[src/design/mmp_pkg.sv]
package mmp_pkg;

  // Store holds BUFFER_DEPTH-1 payload bytes.
  localparam int BUFFER_DEPTH = 16;
  localparam int STORE_DEPTH  = BUFFER_DEPTH - 1;
  localparam int CNT_W        = $clog2(BUFFER_DEPTH);
  localparam int ADDR_W       = (STORE_DEPTH > 1) ? $clog2(STORE_DEPTH) : 1;

  localparam logic [CNT_W-1:0] STORE_FULL = CNT_W'(STORE_DEPTH);

  localparam logic [7:0] SYX_START = 8'hF0;
  localparam logic [7:0] SYX_END   = 8'hF7;

  localparam logic [3:0] TYPE_PROG  = 4'hC;
  localparam logic [3:0] TYPE_PRESS = 4'hD;

  // d / 12 == (d * 171) >> 11 for every 7-bit d
  localparam logic [14:0] NOTE_RECIP = 15'd171;
  localparam int          NOTE_SHIFT = 11;

  typedef enum logic [1:0] {
    ST_IDLE,
    ST_EXEC,
    ST_REPLAY
  } mmp_state_e;

endpackage

[src/design/midi_message_parser_unit.sv]
// MIDI byte parser with a system exclusive capture memory.
// Each input beat is accepted in ST_IDLE, then handled by one read-modify-write
// step in ST_EXEC, which repeats while the output register is held; a channel
// result is registered from ST_EXEC. An end of sysex or a full store holds off input
// while the memory (one read port, registered read data) replays the stored bytes.
// Reset (rst_ni low, asynchronous) clears parser and output valid state.
module midi_message_parser_unit (
  input  logic              clk_i,
  input  logic              rst_ni,
  input  logic              in_valid_i,
  output logic              in_stall_o,
  input  logic [7:0]        rx_byte_i,
  output logic              out_valid_o,
  input  logic              out_stall_i,
  output logic              is_sysex_o,
  output logic [3:0]        msg_type_o,
  output logic [3:0]        channel_o,
  output logic [6:0]        first_data_o,
  output logic [6:0]        second_data_o,
  output logic signed [13:0] bend_value_o,
  output logic [3:0]        note_class_o,
  output logic signed [4:0] note_octave_o,
  output logic [7:0]        sysex_byte_o,
  output logic              sysex_empty_o,
  output logic              truncated_o,
  output logic              last_o
);
  import mmp_pkg::*;

  mmp_state_e        state_q, state_d;
  logic [7:0]        byte_q;
  logic              in_sysex_q, in_sysex_d;
  logic              have_status_q, have_status_d;
  logic              done_q, done_d;
  logic [7:0]        status_q, status_d;
  logic [CNT_W-1:0]  cnt_q, cnt_d;
  logic [6:0]        held_q, held_d;
  logic              trunc_q, trunc_d;
  logic [ADDR_W-1:0] idx_q, idx_d;

  logic [7:0]        store_mem [STORE_DEPTH];
  logic [7:0]        rd_data_q;
  logic              wr_en;

  // output register
  logic              out_valid_q, out_valid_d;
  logic              is_sysex_q, is_sysex_d;
  logic [3:0]        msg_type_q, msg_type_d;
  logic [3:0]        channel_q, channel_d;
  logic [6:0]        first_q, first_d;
  logic [6:0]        second_q, second_d;
  logic [13:0]       bend_q, bend_d;
  logic [3:0]        class_q, class_d;
  logic [4:0]        octave_q, octave_d;
  logic [7:0]        sx_byte_q, sx_byte_d;
  logic              sx_empty_q, sx_empty_d;
  logic              trunc_out_q, trunc_out_d;
  logic              last_q, last_d;

  logic              slot_free;
  logic [6:0]        ch_d1, ch_d2;
  logic [14:0]       note_prod;
  logic [3:0]        note_quot;
  logic [6:0]        note_rem;
  logic [3:0]        byte_type;
  logic              rep_last;

  assign slot_free = !out_valid_q || !out_stall_i;
  assign byte_type = status_q[7:4];
  assign rep_last  = (CNT_W'(idx_q) == cnt_q - CNT_W'(1));

  // channel message payload; a one-data-byte message carries its byte first
  assign ch_d1 = (cnt_q == '0) ? byte_q[6:0] : held_q;
  assign ch_d2 = (cnt_q == '0) ? 7'd0 : byte_q[6:0];

  assign note_prod = 15'(ch_d1) * NOTE_RECIP;
  assign note_quot = note_prod[NOTE_SHIFT +: 4];
  assign note_rem  = ch_d1 - 7'(note_quot) * 7'd12;

  always_comb begin
    state_d       = state_q;
    in_sysex_d    = in_sysex_q;
    have_status_d = have_status_q;
    done_d        = done_q;
    status_d      = status_q;
    cnt_d         = cnt_q;
    held_d        = held_q;
    trunc_d       = trunc_q;
    idx_d         = idx_q;
    wr_en         = 1'b0;

    out_valid_d = out_valid_q && out_stall_i;
    is_sysex_d  = is_sysex_q;
    msg_type_d  = msg_type_q;
    channel_d   = channel_q;
    first_d     = first_q;
    second_d    = second_q;
    bend_d      = bend_q;
    class_d     = class_q;
    octave_d    = octave_q;
    sx_byte_d   = sx_byte_q;
    sx_empty_d  = sx_empty_q;
    trunc_out_d = trunc_out_q;
    last_d      = last_q;

    in_stall_o = (state_q != ST_IDLE);

    case (state_q)
      ST_IDLE: begin
        if (in_valid_i) begin
          state_d = ST_EXEC;
        end
      end

      ST_EXEC: begin
        state_d = ST_IDLE;
        if (byte_q == SYX_START) begin
          in_sysex_d    = 1'b1;
          have_status_d = 1'b0;
          done_d        = 1'b0;
          cnt_d         = '0;
        end else if (in_sysex_q) begin
          if (byte_q == SYX_END || cnt_q >= STORE_FULL) begin
            if (cnt_q == '0) begin
              // empty payload: single marker result
              if (slot_free) begin
                in_sysex_d  = 1'b0;
                out_valid_d = 1'b1;
                is_sysex_d  = 1'b1;
                msg_type_d  = '0;
                channel_d   = '0;
                first_d     = '0;
                second_d    = '0;
                bend_d      = '0;
                class_d     = '0;
                octave_d    = '0;
                sx_byte_d   = '0;
                sx_empty_d  = 1'b1;
                trunc_out_d = (byte_q != SYX_END);
                last_d      = 1'b1;
              end else begin
                state_d = ST_EXEC;
              end
            end else begin
              in_sysex_d = 1'b0;
              trunc_d    = (byte_q != SYX_END);
              idx_d      = '0;
              state_d    = ST_REPLAY;
            end
          end else begin
            wr_en = 1'b1;
            cnt_d = cnt_q + CNT_W'(1);
          end
        end else if (byte_q[7]) begin
          status_d      = byte_q;
          have_status_d = 1'b1;
          done_d        = 1'b0;
          cnt_d         = '0;
        end else if (have_status_q && !done_q) begin
          if (cnt_q == '0 && byte_type != TYPE_PROG && byte_type != TYPE_PRESS) begin
            held_d = byte_q[6:0];
            cnt_d  = CNT_W'(1);
          end else begin
            if (slot_free) begin
              done_d      = 1'b1;
              if (cnt_q != '0) begin
                cnt_d = CNT_W'(2);
              end
              out_valid_d = 1'b1;
              is_sysex_d  = 1'b0;
              msg_type_d  = status_q[7:4];
              channel_d   = status_q[3:0];
              first_d     = ch_d1;
              second_d    = ch_d2;
              bend_d      = {~ch_d2[6], ch_d2[5:0], ch_d1};  // minus 8192 mod 2^14
              class_d     = note_rem[3:0];
              octave_d    = 5'(note_quot) - 5'd1;
              sx_byte_d   = '0;
              sx_empty_d  = 1'b0;
              trunc_out_d = 1'b0;
              last_d      = 1'b1;
            end else begin
              state_d = ST_EXEC;
            end
          end
        end
      end

      ST_REPLAY: begin
        // rd_data_q holds entry idx_q
        if (slot_free) begin
          out_valid_d = 1'b1;
          is_sysex_d  = 1'b1;
          msg_type_d  = '0;
          channel_d   = '0;
          first_d     = '0;
          second_d    = '0;
          bend_d      = '0;
          class_d     = '0;
          octave_d    = '0;
          sx_byte_d   = rd_data_q;
          sx_empty_d  = 1'b0;
          trunc_out_d = trunc_q;
          last_d      = rep_last;
          if (rep_last) begin
            cnt_d   = '0;
            state_d = ST_IDLE;
          end else begin
            idx_d = idx_q + ADDR_W'(1);
          end
        end
      end

      default: begin
        state_d = ST_IDLE;
      end
    endcase
  end

  always_ff @(posedge clk_i or negedge rst_ni) begin
    if (!rst_ni) begin
      state_q       <= ST_IDLE;
      in_sysex_q    <= 1'b0;
      have_status_q <= 1'b0;
      done_q        <= 1'b0;
      status_q      <= '0;
      cnt_q         <= '0;
      held_q        <= '0;
      trunc_q       <= 1'b0;
      idx_q         <= '0;
      out_valid_q   <= 1'b0;
    end else begin
      state_q       <= state_d;
      in_sysex_q    <= in_sysex_d;
      have_status_q <= have_status_d;
      done_q        <= done_d;
      status_q      <= status_d;
      cnt_q         <= cnt_d;
      held_q        <= held_d;
      trunc_q       <= trunc_d;
      idx_q         <= idx_d;
      out_valid_q   <= out_valid_d;
    end
  end

  always_ff @(posedge clk_i) begin
    if (state_q == ST_IDLE && in_valid_i) begin
      byte_q <= rx_byte_i;
    end
    is_sysex_q  <= is_sysex_d;
    msg_type_q  <= msg_type_d;
    channel_q   <= channel_d;
    first_q     <= first_d;
    second_q    <= second_d;
    bend_q      <= bend_d;
    class_q     <= class_d;
    octave_q    <= octave_d;
    sx_byte_q   <= sx_byte_d;
    sx_empty_q  <= sx_empty_d;
    trunc_out_q <= trunc_out_d;
    last_q      <= last_d;
  end

  // capture writes and replay reads never fall in the same cycle
  always_ff @(posedge clk_i) begin
    if (wr_en) begin
      store_mem[cnt_q[ADDR_W-1:0]] <= byte_q;
    end
    rd_data_q <= store_mem[idx_d];
  end

  assign out_valid_o   = out_valid_q;
  assign is_sysex_o    = is_sysex_q;
  assign msg_type_o    = msg_type_q;
  assign channel_o     = channel_q;
  assign first_data_o  = first_q;
  assign second_data_o = second_q;
  assign bend_value_o  = bend_q;
  assign note_class_o  = class_q;
  assign note_octave_o = octave_q;
  assign sysex_byte_o  = sx_byte_q;
  assign sysex_empty_o = sx_empty_q;
  assign truncated_o   = trunc_out_q;
  assign last_o        = last_q;

endmodule
[config.mk]
export PLATFORM = sky130hd
export DESIGN_NAME = midi_message_parser_unit
export DESIGN_NICKNAME = d
export VERILOG_FILES = /design/src/design/mmp_pkg.sv /design/src/design/midi_message_parser_unit.sv
export SDC_FILE = /design/constraint.sdc
export NUM_CORES = 1
export LEC_CHECK = 0
export BUFFER_PORTS_ARGS = -buffer_cell sky130_fd_sc_hd__buf_2
export CAP_MARGIN = 10
export CORE_UTILIZATION = 56
export DETAILED_ROUTE_END_ITERATION = 8
export PLACE_DENSITY = 0.76
export RECOVER_POWER = 100
export SLEW_MARGIN = 20
export SYNTH_ARGS = -nofsm -noshare
export SYNTH_HDL_FRONTEND = slang
export SYNTH_SLANG_ARGS = --single-unit
[constraint.sdc]
create_clock -name clk_i -period 13.9 [get_ports clk_i]
set_input_delay 0.695 -clock clk_i [delete_from_list [all_inputs] [get_ports clk_i]]
set_output_delay 0.695 -clock clk_i [all_outputs]
set_load 0.005 [all_outputs]
==> implementation parameters, run 1 <==
Parameter                              Value

Status
  Outcome    complete, but fails checks
  Violations in the final reports    design-rule violations, max-capacitance violations, max-slew violations

Setup path
  Capture instance of the worst register-to-register path    note_class_o[3]
  Worst EP required    between 10000 and 15000 ps
  Max stage delay on crit path    950 ps
  Slowest cell on the critical path    sky130_fd_sc_hd__nor3b_1
  CP startpoint kind    flip-flop
  Worst path buffer plus inverter count    3
  R2R Path Start    cnt_q[0]
  Peak fanout along the critical path    10
  R2R depth    20
  Setup crit end kind    flip-flop
  Startpoint-to-endpoint class of the critical path    flip-flop to flip-flop
  Most used cell, CP    sky130_fd_sc_hd__ha_1
  Cell family with most CP delay    adder cells
  Critical path data arrival time    6850 ps
  Crit path cell chain    inv_1 -> ha_1 -> nor3b_1 -> nand2_1 -> nand2_1 -> ha_1 -> fa_1 -> inv_1 -> fa_1 -> inv_1 -> fa_1 -> ha_1 -> nand2_1 -> or2_2 -> o211ai_1 -> xor2_1 -> ha_1 -> xnor2_1 -> xnor2_1 -> o21ai_0
  Setup slack of the most critical reg-to-reg path    7300 ps

Logic synthesis
  Area share of the leading cell type in the synthesized netlist    a little over half
  Count of distinct cell types in the synthesized netlist    68
  EDFF count, synth    185
  Sequential area share after synthesis    61.5%
  Most repeated cell in the gate-level netlist after synthesis    sky130_fd_sc_hd__edfxtp_1
  Count of state elements after synthesis    223
  Post-Syn Nets    approximately 860
  Leading register cell type out of synthesis    sky130_fd_sc_hd__edfxtp_1
  Count of yosys warnings during synthesis    0
  Synth area leader    sky130_fd_sc_hd__edfxtp_1
  Cell count after synthesis    a little under 800
  Share of synthesized registers carrying an async set or reset    13.5%
  Top cells by area, synth    sky130_fd_sc_hd__edfxtp_1 53%, sky130_fd_sc_hd__dfrtp_1 7.1%, sky130_fd_sc_hd__ha_1 5.4%, sky130_fd_sc_hd__nand2_1 4.0%, sky130_fd_sc_hd__mux4_1 2.0%
  Per-instance average area after synthesis    about 13 sq um
  Most used standard cells in the synthesized netlist    185 x sky130_fd_sc_hd__edfxtp_1, 111 x sky130_fd_sc_hd__nand2_1, 45 x sky130_fd_sc_hd__ha_1
  Post-synth design cell area    0.0105 sq mm

Clock network
  Number of sinks handled by clock tree synthesis    223
  Count of hold-fix buffers inserted at cts    0
  Depth of the CTS H-tree    1
  Clock tree root buffer cell    sky130_fd_sc_hd__clkbuf_16
  Clock tree from TritonCTS    yes
  Clock Pin Slew Worst Setup and Hold Paths    70 ps
  Num CTS Buffers    22
  Resized cells post-CTS    0
  Number of buffers on the longest clock path    3
  Worst skew pair latency    about 510 ps
  Setup Buffers After CTS    0

Die
  Starting Density    57.9%
  Die extent in y    139 microns
  Die X-Extent    around 140 microns
  Std-Cell Core Area    0.0181 sq mm
  Die Footprint    0.0193 sq mm
  Cell row count    around 50
  Io pins    71

Drt
  Detailed-route via count    6826
  Initial DRC Count    714
  Count of unresolved DRC violations after routing    8
  Total wire length    22900 microns
  Routed wire length per instance    20.8 microns
  Final antenna-violating net count    0
  Average via count per standard cell    between 6 and 7
  Detailed-routing iteration count for the pre-antenna-repair pass    9

Timing
  Min setup slack post-route    roughly 7300 ps
  Highest clock frequency the design can meet    151 MHz
  Final-report hold violation count    0
  Post-route clock period utilization    around 48%
  Max Clock Skew    18.1 ps
  Final critical path time including I/O delays and setup    6600 ps
  Unrepaired setup endpoints after global routing    no
  Summed negative setup slack over all endpoints    0 ps
  Transition time at the pin with the least slew margin    about 1900 ps
  Final setup violating endpoints    0
  Relative max-transition margin    -28.2%
  Max-slew violation count    roughly 130

Global route
  Global-route wire length before repair    36500 microns
  Via count of the first global-routing pass    6757
  Overall track demand over capacity in global routing    24.0%
  Largest net degree at the start of global routing    50
  Initial antenna violation count    0
  Global route overflow    0

Min path
  Tightest Hold Check Type    primary input to flip-flop
  HP Start    rx_byte_i[0]
  Cell depth of the worst hold path    1
  End of the worst hold path    byte_q[0]

Final layout
  Ratio of cells with drive above 1 in the final layout    11.5%
  Layout Nets    921
  Signed area change from the synthesized netlist to the final layout    10.2%
  Final core area utilization    63.8%
  Diodes inserted    0
  Final design area excluding fillers    0.0116 sq mm

Run
  Max-capacitance violation count    4

Pwr
  PnR Total Power    between 2 and 3 mW
  Leakage power summed over all cells    approximately 4.5 nW
  Max IR drop VDD    0.228 mV
  Power per cell area    256 mW/mm^2

Place
  Placement Cell Area    about 0.011 sq mm
  Pre-CTS setup slack    7770 ps
  Number of port buffers    70
  Weighted congestion reported at the end of routability-driven placement    0.802
  Half-perimeter wire length after detailed placement    15100 microns
[stage by stage]
step | instances | hold WS, ps
global route | 1100 | 341
floorplan | 792 | 399
global placement | 1060 | 490
CTS | 1100 | 258
detailed placement | 1060 | 495
finish | 1100 | 354
[per-layer routing]
metal / global-route usage [%] / wire length, microns / vias up
met5: 0 / 0 / -
met4: 5.61 / 307 / 0
met3: 3.66 / 1740 / 34
met2: 37.7 / 10600 / 309
met1: 35.6 / 10200 / 3383
li1: - / - / 3100
[worst max-delay path by stage]
stage             start               to  slack [ps]  depth (start not counted)
6_report       cnt_q[0]  note_class_o[3]        7300                         20
5_1_grt        cnt_q[0]  note_class_o[3]        6930                         20
4_1_cts        cnt_q[0]  note_class_o[3]        7770                         20
3_5_place_dp   cnt_q[0]  note_class_o[3]        7770                         20
3_3_place_gp   cnt_q[0]  note_class_o[3]        8020                         20
2_1_floorplan  cnt_q[0]  note_class_o[3]        8320                         21
[final cells by class]
class                           count  area, sq um
Clock buffer                       26          576
Clock inverter                     14          111
Fill cell                        1365         6560
Inverter                           35          131
Multi-Input combinational cell    492         3650
Sequential cell                   223         6470
Tap cell                          229          287
Timing Repair Buffer               81          365
[placed cells by master (no fill, tap or decap), types with 17 or more instances in the layout]
cell	n
sky130_fd_sc_hd__a22o_1	24
sky130_fd_sc_hd__clkbuf_16	22
sky130_fd_sc_hd__clkbuf_1	39
sky130_fd_sc_hd__nor2_1	32
sky130_fd_sc_hd__inv_1	34
sky130_fd_sc_hd__ha_1	45
sky130_fd_sc_hd__buf_2	43
sky130_fd_sc_hd__a21oi_1	33
sky130_fd_sc_hd__o21ai_0	22
sky130_fd_sc_hd__nand2_1	111
sky130_fd_sc_hd__a221oi_1	17
sky130_fd_sc_hd__edfxtp_1	185
sky130_fd_sc_hd__nor3_1	18
sky130_fd_sc_hd__dfrtp_1	30
[sequential cells by signal (all words and copies together) (netlist names), 2 cells and up]
signal / count
msg_type_o: 4
state_q: 2
byte_q: 8
held_q: 7
second_data_o: 7
channel_o: 4
sysex_byte_o: 8
idx_q: 4
first_data_o: 7
note_class_o: 4
rd_data_q: 8
store_mem: 120
status_q: 8
bend_value_o: 14
cnt_q: 4
note_octave_o: 5
[logic make-up (layout without fill, tap and decap cells)]
kind of cell,Yosys count,after routing,share of synthesized area [%]
buffers and inverters,77,156,2.93
AO/OA/AOI/OAI,169,169,12.8
flip-flops,223,223,61.5
adder cells (fa/ha/maj),54,54,7.07
XOR/XNOR,12,12,1.13
AND/OR/NAND/NOR,220,220,9.66
multiplexers,37,37,4.93
[power breakdown]
group / internal [mW] / switching [mW] / total (mW)
clock: 0.317 / 0.248 / 0.566
combinational: 0.574 / 0.799 / 1.37
sequential: 0.940 / 0.0912 / 1.03
total: 1.83 / 1.14 / 2.97
No activity file was read; power rests on OpenSTA's default activity.
==> run 2: changes to the inputs <==
--- a/config.mk
+++ b/config.mk
@@ -5,11 +5,12 @@
 export SDC_FILE = /design/constraint.sdc
 export NUM_CORES = 1
 export LEC_CHECK = 0
+export ABC_AREA = 1
 export BUFFER_PORTS_ARGS = -buffer_cell sky130_fd_sc_hd__buf_2
 export CAP_MARGIN = 10
-export CORE_UTILIZATION = 56
+export CORE_UTILIZATION = 55
 export DETAILED_ROUTE_END_ITERATION = 8
-export PLACE_DENSITY = 0.76
+export PLACE_DENSITY = 0.77
 export RECOVER_POWER = 100
 export SLEW_MARGIN = 20
 export SYNTH_ARGS = -nofsm -noshare
==> constraint.sdc (replaced) <==
create_clock -name clk_i -period 6 [get_ports clk_i]
set_input_delay 0.3 -clock clk_i [delete_from_list [all_inputs] [get_ports clk_i]]
set_output_delay 0.3 -clock clk_i [all_outputs]
set_load 0.005 [all_outputs]
==> run 2 against run 1 <==
  * The run ends with max-capacitance violations, max-slew violations left
  * Fmax rose by 16%
  * Core utilization fell by 1.6 points
  * Via count rose by 23%
  * Global-route usage rose by 2.0 points
  * Worst setup slack got worse by 7000 ps
  * Die area rose by 9.1%
  * Non-clock buffer count rose by 17
  * Largest cell class unchanged
  * Highest routed layer unchanged
==> implementation parameters, run 2 <==
Parameter                              Value

Timing
  Unrepaired setup endpoints after global routing    no (unchanged)
  Post-route clock period utilization    95.2% (was 47.5%)
  Final critical path time including I/O delays and setup    5710 ps (was 6600 ps)
  Transition time at the pin with the least slew margin    3120 ps (was 1920 ps)
  Final setup violating endpoints    0 (unchanged)
  Final-report hold violation count    0 (unchanged)
  Summed negative setup slack over all endpoints    0 ps (unchanged)
  Max-slew violation count    192 (was 125)
  Max Clock Skew    12.5 ps (was 18.1 ps)
  Min setup slack post-route    290 ps (was 7300 ps)
  Highest clock frequency the design can meet    175 MHz (was 151 MHz)
  Relative max-transition margin    -108% (was -28.2%)

Setup path
  Critical path data arrival time    6160 ps (was 6850 ps)
  Setup crit start    byte_q[6] (was cnt_q[0])
  Most used cell, CP    sky130_fd_sc_hd__nand3_1 (was sky130_fd_sc_hd__ha_1)
  Worst EP required    6450 ps (was 14140 ps)
  Max stage delay on crit path    2330 ps (was 950 ps)
  Slowest cell on the critical path    sky130_fd_sc_hd__a21oi_1 (was sky130_fd_sc_hd__nor3b_1)
  R2R Path Start    byte_q[6] (was cnt_q[0])
  Setup crit end kind    flip-flop (unchanged)
  CP startpoint kind    flip-flop (unchanged)
  Startpoint-to-endpoint class of the critical path    flip-flop to flip-flop (unchanged)
  R2R depth    11 (was 20)
  Peak fanout along the critical path    33 (was 10)
  Crit path cell chain    clkbuf_1 -> nand4_1 -> nor2_1 -> nor2_1 -> nand2_1 -> a21oi_1 -> a21oi_1 -> nand3_1 -> nand3_1 -> nand3_1 -> nand2_1 (was inv_1 -> ha_1 -> nor3b_1 -> nand2_1 -> nand2_1 -> ha_1 -> fa_1 -> inv_1 -> fa_1 -> inv_1 -> fa_1 -> ha_1 -> nand2_1 -> or2_2 -> o211ai_1 -> xor2_1 -> ha_1 -> xnor2_1 -> xnor2_1 -> o21ai_0)

Status
  Outcome    complete, but fails checks (unchanged)
  Violations in the final reports    max-capacitance violations, max-slew violations (was design-rule violations, max-capacitance violations, max-slew violations)

Die
  Std-Cell Core Area    0.0202 sq mm (was 0.0181 sq mm)
  Starting Density    55.9% (was 57.9%)
  Die extent in y    145 microns (was 139 microns)
  Die X-Extent    145 microns (was 139 microns)
  Io pins    71 (unchanged)
  Die Footprint    0.0211 sq mm (was 0.0193 sq mm)
  Cell row count    52 (was 49)

Logic synthesis
  Most repeated cell in the gate-level netlist after synthesis    sky130_fd_sc_hd__nand2_1 (was sky130_fd_sc_hd__edfxtp_1)
  Fraction of the mapped netlist area in adder cells    6.59% (was 7.07%)
  Per-instance average area after synthesis    9.81 sq um (was 13.3 sq um)
  Largest family of logic cells by synthesized area    simple AND/OR/NAND/NOR gates (was compound AO/OA/AOI/OAI gates)
  EDFF count, synth    185 (unchanged)
  Synth Area in XOR/XNOR    0.388% (was 1.13%)
  Cell count after synthesis    1149 (was 792)
  Count of distinct cell types in the synthesized netlist    43 (was 68)
  Post-synth design cell area    0.0113 sq mm (was 0.0105 sq mm)
  Count of state elements after synthesis    223 (unchanged)
  Leading register cell type out of synthesis    sky130_fd_sc_hd__edfxtp_1 (unchanged)
  Post-Syn Nets    1215 (was 858)
  Top cells by area, synth    sky130_fd_sc_hd__edfxtp_1 49%, sky130_fd_sc_hd__nand2_1 8.8%, sky130_fd_sc_hd__nand3_1 8.7%, sky130_fd_sc_hd__dfrtp_1 6.7%, sky130_fd_sc_hd__inv_1 5.3% (was sky130_fd_sc_hd__edfxtp_1 53%, sky130_fd_sc_hd__dfrtp_1 7.1%, sky130_fd_sc_hd__ha_1 5.4%, sky130_fd_sc_hd__nand2_1 4.0%, sky130_fd_sc_hd__mux4_1 2.0%)
  Count of yosys warnings during synthesis    0 (unchanged)
  Synth area leader    sky130_fd_sc_hd__edfxtp_1 (unchanged)
  Mux cell area share after synthesis    0% (was 4.93%)
  Area share of the leading cell type in the synthesized netlist    49.3% (was 52.9%)
  Complex-gate fraction of the synthesized area    4.14% (was 12.8%)
  Most used standard cells in the synthesized netlist    263 x sky130_fd_sc_hd__nand2_1, 197 x sky130_fd_sc_hd__nand3_1, 185 x sky130_fd_sc_hd__edfxtp_1 (was 185 x sky130_fd_sc_hd__edfxtp_1, 111 x sky130_fd_sc_hd__nand2_1, 45 x sky130_fd_sc_hd__ha_1)
  Synthesized-area fraction occupied by and/or/nand/nor cells    23.2% (was 9.66%)
  Share of synthesized registers carrying an async set or reset    13.5% (unchanged)
  Sequential area share after synthesis    57.3% (was 61.5%)

Clock network
  Depth of the CTS H-tree    1 (unchanged)
  Worst skew pair latency    520 ps (was 510 ps)
  Clock tree root buffer cell    sky130_fd_sc_hd__clkbuf_16 (unchanged)
  Setup Buffers After CTS    0 (unchanged)
  Number of buffers on the longest clock path    3 (unchanged)
  Num CTS Buffers    24 (was 22)
  Clock Pin Slew Worst Setup and Hold Paths    60 ps (was 70 ps)
  Number of sinks handled by clock tree synthesis    223 (unchanged)
  Clock tree from TritonCTS    yes (unchanged)

Drt
  Detailed-route via count    8424 (was 6826)
  Detailed-routing iteration count for the pre-antenna-repair pass    8 (was 9)
  Average via count per standard cell    5.57 (was 6.21)
  Final antenna-violating net count    0 (unchanged)
  Routed wire length per instance    17.9 microns (was 20.8 microns)
  Total wire length    27100 microns (was 22900 microns)
  Initial DRC Count    690 (was 714)
  Count of unresolved DRC violations after routing    0 (was 8)

Global route
  Via count of the first global-routing pass    8278 (was 6757)
  Global-route wire length before repair    43300 microns (was 36500 microns)
  Global route overflow    0 (unchanged)
  Largest net degree at the start of global routing    58 (was 50)
  Overall track demand over capacity in global routing    26.0% (was 24.0%)
  Initial antenna violation count    0 (unchanged)

Place
  Weighted congestion reported at the end of routability-driven placement    0.873 (was 0.802)
  Half-perimeter wire length after detailed placement    17800 microns (was 15100 microns)
  Number of port buffers    70 (unchanged)
  Pre-CTS setup slack    237 ps (was 7770 ps)

Final layout
  Number of filler cells placed in the layout    1652 (was 1365)
  Ratio of cells with drive above 1 in the final layout    8.37% (was 11.5%)
  Most frequent standard cell in the layout excluding fill and tap cells    sky130_fd_sc_hd__nand2_1 (was sky130_fd_sc_hd__edfxtp_1)
  Final core area utilization    62.2% (was 63.8%)
  Layout Nets    1291 (was 921)
  Signed area change from the synthesized netlist to the final layout    11.2% (was 10.2%)
  Diodes inserted    0 (unchanged)
  Commonest cells after routing, fill and taps aside    265 x sky130_fd_sc_hd__nand2_1, 197 x sky130_fd_sc_hd__nand3_1, 185 x sky130_fd_sc_hd__edfxtp_1 (was 185 x sky130_fd_sc_hd__edfxtp_1, 111 x sky130_fd_sc_hd__nand2_1, 45 x sky130_fd_sc_hd__ha_1)
  Max reg flops    120 (unchanged)

Run
  Max-capacitance violation count    6 (was 4)

Min path
  HP Start    in_valid_i (was rx_byte_i[0])
  Cell depth of the worst hold path    4 (was 1)
  Tightest Hold Check Type    primary input to flip-flop (unchanged)
[run 2: cell types whose count changed after synthesis, sizes merged, moves of 16 or more]
cell / change
o21ai: +29
a32o: -16
a221oi: -18
a21o: -16
buf: +22
nand2: +160
nand3: +190
inv: +131
a22o: -24
nand3b: +22
and2: -17
[run 2: metrics by stage]
step	hold slack, ps	instances	instance area (sq um)
6_report	232	1513	12500
5_1_grt	281	1513	12500
4_1_cts	213	1512	12700
3_5_place_dp	416	1459	11800
3_3_place_gp	402	1459	11800
2_1_floorplan	4.41	1149	11300
[run 2: cell type report]
cell class                 count  area (sq um)  area share, %
clock buffer                  32           651           5.19
timing repair buffer          98           492           3.92
sequential                   223          6470           51.6
multi-input combinational    710          3840           30.6
clock inverter                12           125          0.997
inverter                     168           633           5.05
tap                          270           338           2.69
[run 2: worst paths after layout]
path                       slack [ps]              end
max                               290     rd_data_q[2]
min                               230       state_q[1]
max reg2reg                       290     rd_data_q[2]
min reg2reg                       490  sysex_byte_o[6]
max in group asynchronous        3980         cnt_q[0]
min in group asynchronous         830       in_sysex_q
[run 2: repair_timing]
| action | CTS | global route |
|---|---|---|
| hold endpoints to repair | 38 | 0 |
| gates resized for setup | 0 | 4 |
| hold buffers | 9 | 0 |
| setup endpoints to repair | 0 | 1 |
[run 2: cells by family (layout without fill, tap and decap cells)]
logic type	Yosys count	count (layout)
adder cells (fa/ha/maj)	54	54
XOR/XNOR	5	5
AO/OA/AOI/OAI	79	79
buffers and inverters	217	310
AND/OR/NAND/NOR	571	572
flip-flops	223	223
[run 2: critical path: cells and delay by family, from the launching register on]
family | cells | cell delay (ps)
buffers and inverters | 1 | 700
AO/OA/AOI/OAI | 2 | 2470
flip-flops | 1 | 430
AND/OR/NAND/NOR | 8 | 2010
[run 2: routing by layer]
metal  GRT usage, %  routed length (microns)  vias up
li1               -                        -     3997
met1           33.9                    11000     3983
met2           43.3                    13200      384
met3           3.90                     1900       60
met4           11.5                     1070        0
met5              0                        0        -
Power of run 2 is not shown: default switching activity piles up to over one toggle a cycle in this logic, so the estimate is an artifact.
